## config.mk

```make
export PLATFORM = sky130hd
export DESIGN_NAME = triangular_pair_index_map
export DESIGN_NICKNAME = d
export VERILOG_FILES = /design/src/rtl/tpim_pkg.sv /design/src/rtl/tpim_front.sv /design/src/rtl/tpim_queue.sv /design/src/rtl/tpim_back.sv /design/src/rtl/triangular_pair_index_map.sv
export SDC_FILE = /design/constraint.sdc
export NUM_CORES = 2
export LEC_CHECK = 0
export ABC_CLOCK_PERIOD_IN_PS = 64099
export BUFFER_PORTS_ARGS = -buffer_cell sky130_fd_sc_hd__buf_2
export CORE_MARGIN = 1
export CORE_UTILIZATION = 60
export DETAILED_ROUTE_END_ITERATION = 8
export PLACE_DENSITY = 0.82
export SYNTH_ARGS = -nofsm -noshare
export SYNTH_HDL_FRONTEND = slang
export SYNTH_SLANG_ARGS = --single-unit
```

## constraint.sdc

```tcl
create_clock -name clk -period 64.1 [get_ports clk]
set_input_delay 19.23 -clock clk [delete_from_list [all_inputs] [get_ports clk]]
set_output_delay 19.23 -clock clk [all_outputs]
set_load 0.005 [all_outputs]
```

## src/rtl/tpim_pkg.sv

```systemverilog
// Types and constants shared by the triangular pair index map files.
`timescale 1ns / 1ps
package tpim_pkg;

  localparam int unsigned ITEM_W     = 12;
  localparam int unsigned IDX_W      = 24;
  localparam int unsigned CNT_W      = 13;
  localparam int unsigned ITEM_LIMIT = 4096;

  // Radicand is 8*index+1; its root is found one bit pair per stage.
  localparam int unsigned RAD_W      = IDX_W + 3;
  localparam int unsigned RES_W      = RAD_W + 1;
  localparam int unsigned SQ_STAGES  = (RAD_W + 1) / 2;
  localparam int unsigned ROOT_W     = SQ_STAGES;
  localparam int unsigned H_W        = ROOT_W - 1;
  localparam int unsigned PROD_W     = 2 * H_W + 1;

  localparam logic OP_PAIR_TO_INDEX = 1'b0;
  localparam logic OP_INDEX_TO_PAIR = 1'b1;

  localparam logic [0:0] CFG_ITEM_COUNT  = 1'd0;
  localparam logic [0:0] CFG_CHECK_RANGE = 1'd1;

  typedef enum logic [1:0] {
    ST_OK          = 2'd0,
    ST_ITEM_RANGE  = 2'd1,
    ST_WRONG_ORDER = 2'd2,
    ST_INDEX_RANGE = 2'd3
  } status_t;

  typedef struct packed {
    logic              opcode;
    logic [ITEM_W-1:0] item_low;
    logic [ITEM_W-1:0] item_high;
    logic [IDX_W-1:0]  pair_index;
  } in_t;

  typedef struct packed {
    logic [IDX_W-1:0]  result_index;
    logic [ITEM_W-1:0] result_low;
    logic [ITEM_W-1:0] result_high;
    status_t           status;
  } out_t;

  // Classified transaction as it sits in the queue.
  typedef struct packed {
    in_t     item;
    status_t fstat;
  } q_t;

endpackage

```

## src/rtl/tpim_front.sv

```systemverilog
// Front end: classifies incoming transactions by direction and pair checks.
`timescale 1ns / 1ps
module tpim_front (
  input  tpim_pkg::in_t               in_item,
  input  logic [tpim_pkg::CNT_W-1:0]  cnt,
  input  logic                        check_range,
  output tpim_pkg::q_t                q_item
);
  import tpim_pkg::*;

  logic lo_out, hi_out;

  assign lo_out = {1'b0, in_item.item_low}  >= cnt;
  assign hi_out = {1'b0, in_item.item_high} >= cnt;

  always_comb begin
    q_item.item  = in_item;
    q_item.fstat = ST_OK;
    // The reverse direction is range checked after the root is known.
    if (in_item.opcode == OP_PAIR_TO_INDEX) begin
      priority if (check_range && (lo_out || hi_out)) begin
        q_item.fstat = ST_ITEM_RANGE;
      end else if (in_item.item_low > in_item.item_high) begin
        q_item.fstat = ST_WRONG_ORDER;
      end else begin
        q_item.fstat = ST_OK;
      end
    end
  end

endmodule

```

## src/rtl/tpim_queue.sv

```systemverilog
// Two-entry queue between the front end and the back end.
`timescale 1ns / 1ps
module tpim_queue (
  input  logic          clk,
  input  logic          rst_n,
  input  logic          push,
  input  tpim_pkg::q_t  push_data,
  output logic          full,
  input  logic          pop,
  output logic          not_empty,
  output tpim_pkg::q_t  head
);
  import tpim_pkg::*;

  q_t         mem_r [2];
  logic       wr_ptr_r, rd_ptr_r;
  logic [1:0] count_r;
  logic       do_push, do_pop;

  assign full      = count_r == 2'd2;
  assign not_empty = count_r != 2'd0;
  assign head      = mem_r[rd_ptr_r];
  assign do_push   = push && !full;
  assign do_pop    = pop && not_empty;

  always_ff @(posedge clk) begin
    if (do_push) begin
      mem_r[wr_ptr_r] <= push_data;
    end
  end

  always_ff @(posedge clk) begin
    if (!rst_n) begin
      wr_ptr_r <= 1'b0;
      rd_ptr_r <= 1'b0;
      count_r  <= 2'd0;
    end else begin
      if (do_push) wr_ptr_r <= ~wr_ptr_r;
      if (do_pop)  rd_ptr_r <= ~rd_ptr_r;
      count_r <= count_r + {1'b0, do_push} - {1'b0, do_pop};
    end
  end

endmodule

```

## src/rtl/tpim_back.sv

```systemverilog
// Back end: pipelined square root, triangular product and result register.
`timescale 1ns / 1ps
module tpim_back (
  input  logic                        clk,
  input  logic                        rst_n,
  input  logic                        q_valid,
  input  tpim_pkg::q_t                q_head,
  output logic                        q_pop,
  input  logic [tpim_pkg::CNT_W-1:0]  limit,
  output logic                        out_valid,
  input  logic                        out_stall,
  output tpim_pkg::out_t              out_data
);
  import tpim_pkg::*;

  typedef struct packed {
    logic              opcode;
    logic [ITEM_W-1:0] lo;
    logic [ITEM_W-1:0] hi;
    logic [IDX_W-1:0]  idx;
    status_t           fstat;
    logic [RAD_W-1:0]  rem;
    logic [RES_W-1:0]  res;
  } pipe_t;

  typedef struct packed {
    logic              opcode;
    logic [ITEM_W-1:0] lo;
    logic [IDX_W-1:0]  idx;
    logic [H_W-1:0]    h;
    status_t           stat;
    logic [PROD_W-1:0] prod;
  } mul_t;

  // One bit pair of the restoring square root.
  function automatic pipe_t sqrt_step(pipe_t p, logic [RES_W-1:0] b);
    pipe_t            q;
    logic [RES_W-1:0] t;
    q = p;
    t = p.res + b;
    if ({1'b0, p.rem} >= t) begin
      q.rem = RAD_W'({1'b0, p.rem} - t);
      q.res = (p.res >> 1) + b;
    end else begin
      q.res = p.res >> 1;
    end
    return q;
  endfunction

  pipe_t  stg_in [SQ_STAGES];
  pipe_t  stg_r  [SQ_STAGES];
  logic   vld_r  [SQ_STAGES];
  pipe_t  init;
  pipe_t  last;
  mul_t   mul_r;
  logic   mul_vld_r;
  logic   adv;
  out_t   out_r;
  logic   out_vld_r;

  logic [ROOT_W-1:0]    root;
  logic [H_W-1:0]       h;
  logic [H_W-1:0]       n;
  status_t              stat;
  logic [PROD_W-2:0]    tri_v;
  logic [PROD_W-2:0]    lo_diff;
  logic [IDX_W-1:0]     fwd_idx;
  out_t                 out_nxt;

  // The whole back end moves as one when the result register can take data.
  assign adv   = !out_vld_r || !out_stall;
  assign q_pop = adv;

  always_comb begin
    init.opcode = q_head.item.opcode;
    init.lo     = q_head.item.item_low;
    init.hi     = q_head.item.item_high;
    init.idx    = q_head.item.pair_index;
    init.fstat  = q_head.fstat;
    init.rem    = {q_head.item.pair_index, 3'b001};
    init.res    = '0;
  end

  assign stg_in[0] = init;

  for (genvar k = 0; k < SQ_STAGES; k++) begin : g_sq
    localparam int unsigned SH = RAD_W - 1 - 2 * k;
    localparam logic [RES_W-1:0] BIT = RES_W'(1) << SH;
    if (k > 0) begin : g_link
      assign stg_in[k] = stg_r[k-1];
    end
    always_ff @(posedge clk) begin
      if (adv) begin
        stg_r[k] <= sqrt_step(stg_in[k], BIT);
      end
    end
    always_ff @(posedge clk) begin
      if (!rst_n) begin
        vld_r[k] <= 1'b0;
      end else if (adv) begin
        vld_r[k] <= (k == 0) ? q_valid : vld_r[(k == 0) ? 0 : k - 1];
      end
    end
  end

  assign last = stg_r[SQ_STAGES-1];
  assign root = last.res[ROOT_W-1:0];
  // Largest h with h*(h+1)/2 <= index.
  assign h    = H_W'((root - ROOT_W'(1)) >> 1);
  assign n    = (last.opcode == OP_INDEX_TO_PAIR) ? h : H_W'(last.hi);

  always_comb begin
    stat = last.fstat;
    if (last.opcode == OP_INDEX_TO_PAIR) begin
      stat = (h >= limit) ? ST_INDEX_RANGE : ST_OK;
    end
  end

  always_ff @(posedge clk) begin
    if (adv) begin
      mul_r.opcode <= last.opcode;
      mul_r.lo     <= last.lo;
      mul_r.idx    <= last.idx;
      mul_r.h      <= h;
      mul_r.stat   <= stat;
      mul_r.prod   <= PROD_W'(n * ({1'b0, n} + (H_W+1)'(1)));
    end
  end

  always_ff @(posedge clk) begin
    if (!rst_n) begin
      mul_vld_r <= 1'b0;
    end else if (adv) begin
      mul_vld_r <= vld_r[SQ_STAGES-1];
    end
  end

  assign tri_v   = mul_r.prod[PROD_W-1:1];
  assign lo_diff = (PROD_W-1)'(mul_r.idx) - tri_v;
  assign fwd_idx = IDX_W'(tri_v + (PROD_W-1)'(mul_r.lo));

  always_comb begin
    out_nxt.result_index = '0;
    out_nxt.result_low   = '0;
    out_nxt.result_high  = '0;
    out_nxt.status       = mul_r.stat;
    if (mul_r.stat == ST_OK) begin
      if (mul_r.opcode == OP_PAIR_TO_INDEX) begin
        out_nxt.result_index = fwd_idx;
      end else begin
        out_nxt.result_low  = lo_diff[ITEM_W-1:0];
        out_nxt.result_high = mul_r.h[ITEM_W-1:0];
      end
    end
  end

  always_ff @(posedge clk) begin
    if (adv) begin
      out_r <= out_nxt;
    end
  end

  always_ff @(posedge clk) begin
    if (!rst_n) begin
      out_vld_r <= 1'b0;
    end else if (adv) begin
      out_vld_r <= mul_vld_r;
    end
  end

  assign out_valid = out_vld_r;
  assign out_data  = out_r;

endmodule

```

## src/rtl/triangular_pair_index_map.sv

```systemverilog
// Top level of the triangular pair index map: config registers and the two halves.
`timescale 1ns / 1ps
//
//  Channel  | Direction | Handshake          | Payload
//  ---------+-----------+--------------------+---------------------------------
//  in_      | input     | in_valid/in_stall  | in_data  (opcode, pair, index)
//  out_     | output    | out_valid/out_stall| out_data (index, pair, status)
//  cfg_     | input     | cfg_we             | cfg_index, cfg_wdata
//
// One transaction is accepted per cycle and one result leaves per cycle when
// the output is not stalled. Each transaction passes through the queue, the
// 14 square root stages (one root bit each), the triangular product stage and
// the result register. Reset is synchronous and active low; it empties the queue
// and the pipeline and restores item_count to 4096 and check_range to 1. A stall
// on the output freezes the back end as a whole; the two-entry queue then fills
// and in_stall rises.
module triangular_pair_index_map #(
  parameter int unsigned MAX_ITEMS = 4096
) (
  input  logic                         clk,
  input  logic                         rst_n,
  input  logic                         in_valid,
  output logic                         in_stall,
  input  tpim_pkg::in_t                in_data,
  output logic                         out_valid,
  input  logic                         out_stall,
  output tpim_pkg::out_t               out_data,
  input  logic                         cfg_we,
  input  logic [0:0]                   cfg_index,
  input  logic [tpim_pkg::CNT_W-1:0]   cfg_wdata
);
  import tpim_pkg::*;

  // Items beyond 4096 cannot be named by a 12-bit item field.
  localparam int unsigned CAP_ITEMS = (MAX_ITEMS < ITEM_LIMIT) ? MAX_ITEMS : ITEM_LIMIT;
  localparam logic [CNT_W-1:0] CAP  = CNT_W'(CAP_ITEMS);

  logic [CNT_W-1:0] item_count_r;
  logic             check_range_r;
  logic [CNT_W-1:0] cnt;
  logic [CNT_W-1:0] limit;

  q_t   front_item;
  q_t   q_head;
  logic q_full, q_valid, q_pop;

  // Config writes; only the user keeps the block idle whenever these happen.
  always_ff @(posedge clk) begin
    if (!rst_n) begin
      item_count_r  <= CNT_W'(ITEM_LIMIT);
      check_range_r <= 1'b1;
    end else if (cfg_we) begin
      unique case (cfg_index)
        CFG_ITEM_COUNT:  item_count_r  <= cfg_wdata;
        CFG_CHECK_RANGE: check_range_r <= cfg_wdata[0];
        default: ;
      endcase
    end
  end

  // Effective item count, and the bound the unpacked high item must stay under.
  assign cnt   = (item_count_r < CAP) ? item_count_r : CAP;
  assign limit = check_range_r ? cnt : CAP;

  assign in_stall = q_full;

  tpim_front u_front (
    .in_item     (in_data),
    .cnt         (cnt),
    .check_range (check_range_r),
    .q_item      (front_item)
  );

  tpim_queue u_queue (
    .clk       (clk),
    .rst_n     (rst_n),
    .push      (in_valid),
    .push_data (front_item),
    .full      (q_full),
    .pop       (q_pop),
    .not_empty (q_valid),
    .head      (q_head)
  );

  tpim_back u_back (
    .clk       (clk),
    .rst_n     (rst_n),
    .q_valid   (q_valid),
    .q_head    (q_head),
    .q_pop     (q_pop),
    .limit     (limit),
    .out_valid (out_valid),
    .out_stall (out_stall),
    .out_data  (out_data)
  );

endmodule

```

==> run metrics <==
most common cell in the netlist edfxtp_1; top cell type's share of synthesized area 65.94%; Data arrival, critical path 23.61 ns; GRT Total Usage 20.62%; Starting Density 60.93%; Setup WS pre-CTS approximately 40 ns; Reg-to-Reg Start u_back.stg_r[13][2]; Cell Area, Synth 49320 um2; largest net degree at the start of global routing 182; top post-synthesis cells by area edfxtp_1, ha_1, fa_1; nets 4019; deepest clock path buffer count 3; Hold Crit Depth 0; I/O Buffers 119; routability congestion estimate between 0.8 and 0.9; hold path start u_back.stg_r[7][94]; Syn Nets approximately 3800; type of the most critical hold path register to register; TritonRoute pass-1 iters 6; Core Area between 80000 and 90000 um2; compound-gate portion of the synthesized area 5.249%; mux contribution to synthesized area between 1.5 and 2%; RSZ-0062 raised after global routing no; residual DRC count 0; fmax approximately 43 MHz; Diodes inserted 0; reg2reg path depth 27; Slew headroom a little over a quarter; Post CTS Setup Buffer Count 0; # hold bufs at CTS 0; YS warnings 0; root buf cell clkbuf_16; most frequent cells after synthesis edfxtp_1, inv_1, ha_1; Seq/Total Area, Yosys 66.83%; Post-synth ARST share 0%; Via density 5.526; antenna viol nets, final 0; Synth area leader edfxtp_1; Synth Area in Adders around an eighth; Post-synth EDFFs 1083; first-pass GRT wire length 134200 um; Register Area between 30000 and 40000 um2; worst-margin pin slew between 1 and 1.5 ns; DR vias ~26000; Setup crit start kind primary input; Die Y 288.7 um; final setup fails 0; main flop type after synthesis edfxtp_1; Final Routed Wirelength between 80000 and 90000 um; Final TNS setup 0 ns; CTS sink cnt 1105; Remaining Overflow, GRT 0; status complete, no violations; Hold Violations, Final 0; Mapped Cells 3385; Ports 120; CTS tree built; Initial DRC Count 1811; min cycle time layout 23.31 ns; CTS Buf Count 104; multi-input logic area about 15000 um2; Fillers 5225; WP data required 64.41 ns; Yosys cell types 71; synthesized area per cell 14.57 um2; Tcrit/Tclk final 36.36%; Max Slew Vio Count 0; Synth Register Bits about 1100; PostCTS Resize Cnt 0; Hold EP u_back.stg_r[8][94]; largest family of logic cells by synthesized area adder cells; Die Width around 290 um; share of layout cells above drive strength 1 11.94%; peak fanout along the critical path 90; DR WL/cell 17.89 um; CTS clk-pin slew, worst paths 0.06 ns; CP Capture Type register; Final HPWL DP 56080 um; clock latency on the worst-skew pair 0.69 ns; Die ar. 83350 um2; Area growth, synth to finish 10.96%; MaxCap Viol Count 0; crit path kind primary input to register; Synth Area in XOR/XNOR 2.928%; Final WS setup 40.79 ns; H-tree depth 3; simple-gate share of the synthesized area 7.984%; setup slack, reg-to-reg 55.05 ns; Final Skew 0.04820 ns; Reg2Reg Capture Point u_back.mul_r[24]; Row Count 104; initial antenna violation count 0; vias in the first global route 26400
## per-stage QoR
stage	hold slack [ns]	instance area, um2	utilization (%)	cells
4_1_cts	0.4136	54730	67.62	4711
5_1_grt	0.4084	54730	67.62	4711
3_5_place_dp	0.4045	51190	63.25	4518
2_1_floorplan	0.4003	49320	-	3385
6_report	0.4098	54730	67.62	4711
3_3_place_gp	0.4001	51190	63.25	4518
## layout by cell type (no fill, tap or decap), types with 13 or more instances in the layout
| cell type | n |
|---|---|
| o21a_1 | 39 |
| edfxtp_1 | 1083 |
| inv_1 | 395 |
| clkbuf_16 | 105 |
| ha_1 | 253 |
| clkinv_2 | 23 |
| o21ai_0 | 96 |
| buf_2 | 119 |
| bufinv_16 | 13 |
| fa_1 | 134 |
| nor2b_1 | 29 |
| mux2_2 | 63 |
| or3_1 | 28 |
| xor2_1 | 68 |
| dfxtp_1 | 21 |
| nand2b_1 | 78 |
| nor3_1 | 53 |
| a21oi_1 | 123 |
| and3_1 | 36 |
| nor2_1 | 235 |
| buf_4 | 19 |
| a21boi_0 | 27 |
| nand2_1 | 134 |
| nand4_1 | 17 |
| or2_2 | 49 |
| nand3_1 | 49 |
| a21o_1 | 48 |
| clkinv_1 | 20 |
| xnor2_1 | 95 |
| and2_1 | 27 |
## worst max path at each step
stage | from | endpoint | slack [ns] | cells past startpoint
final | out_stall | u_back.stg_r[1][64] | 40.79 | 6
after global routing | out_stall | u_back.stg_r[1][64] | 40.46 | 6
after global placement | out_stall | u_back.stg_r[0][64] | 40.18 | 6
after floorplan | out_stall | u_back.vld_r[10] | 16.34 | 3
after CTS | out_stall | u_back.stg_r[5][50] | 40.77 | 6
after detailed placement | out_stall | u_back.stg_r[4][52] | 40.08 | 6
## sequential cells by signal, indices dropped and copies added, names as in the netlist, named ones only
signal and cells:
u_back.mul_vld_r 1, u_queue.wr_ptr_r 1, u_back.vld_r 14, u_queue.rd_ptr_r 1, u_back.mul_r 63, u_back.out_valid 1
u_back.out_data 50, item_count_r 13, check_range_r 1, u_back.stg_r 855, u_queue.mem_r 102, u_queue.count_r 2
## metal layers
layer	track usage (%)	share of wire [%]
met1	24.63	40
met2	37.91	53
met3	3.207	4.6
met4	6.987	3.2
met5	0	0
## worst max-delay path, stage by stage
cell     delay (ns)
buf_2          0.14
nand2_4        0.69
buf_4          0.93
buf_4          0.85
buf_4          0.84
buf_4          0.73
## logic make-up (layout without fill, tap and decap cells)
| logic type | after synthesis | count (layout) |
|---|---|---|
| adders and majority gates | 387 | 387 |
| AOI/OAI and AO/OA | 412 | 412 |
| xor gates and xnor gates | 164 | 164 |
| DFF | 1105 | 1105 |
| and+or+nand+nor | 782 | 782 |
| muxes | 71 | 71 |
| buffers and inverters | 464 | 730 |
## cell type report
cell class | instances | share of cell area (%)
Multi-Input combinational cell | 1816 | 26.74
Clock inverter | 77 | 1.562
Sequential cell | 1105 | 60.23
Clock buffer | 116 | 4.895
Inverter | 397 | 2.725
Timing Repair Buffer | 140 | 1.422
Tap cell | 1060 | 2.423
Power is not shown: default switching activity piles up to over one toggle a cycle in this logic, so the estimate is an artifact.
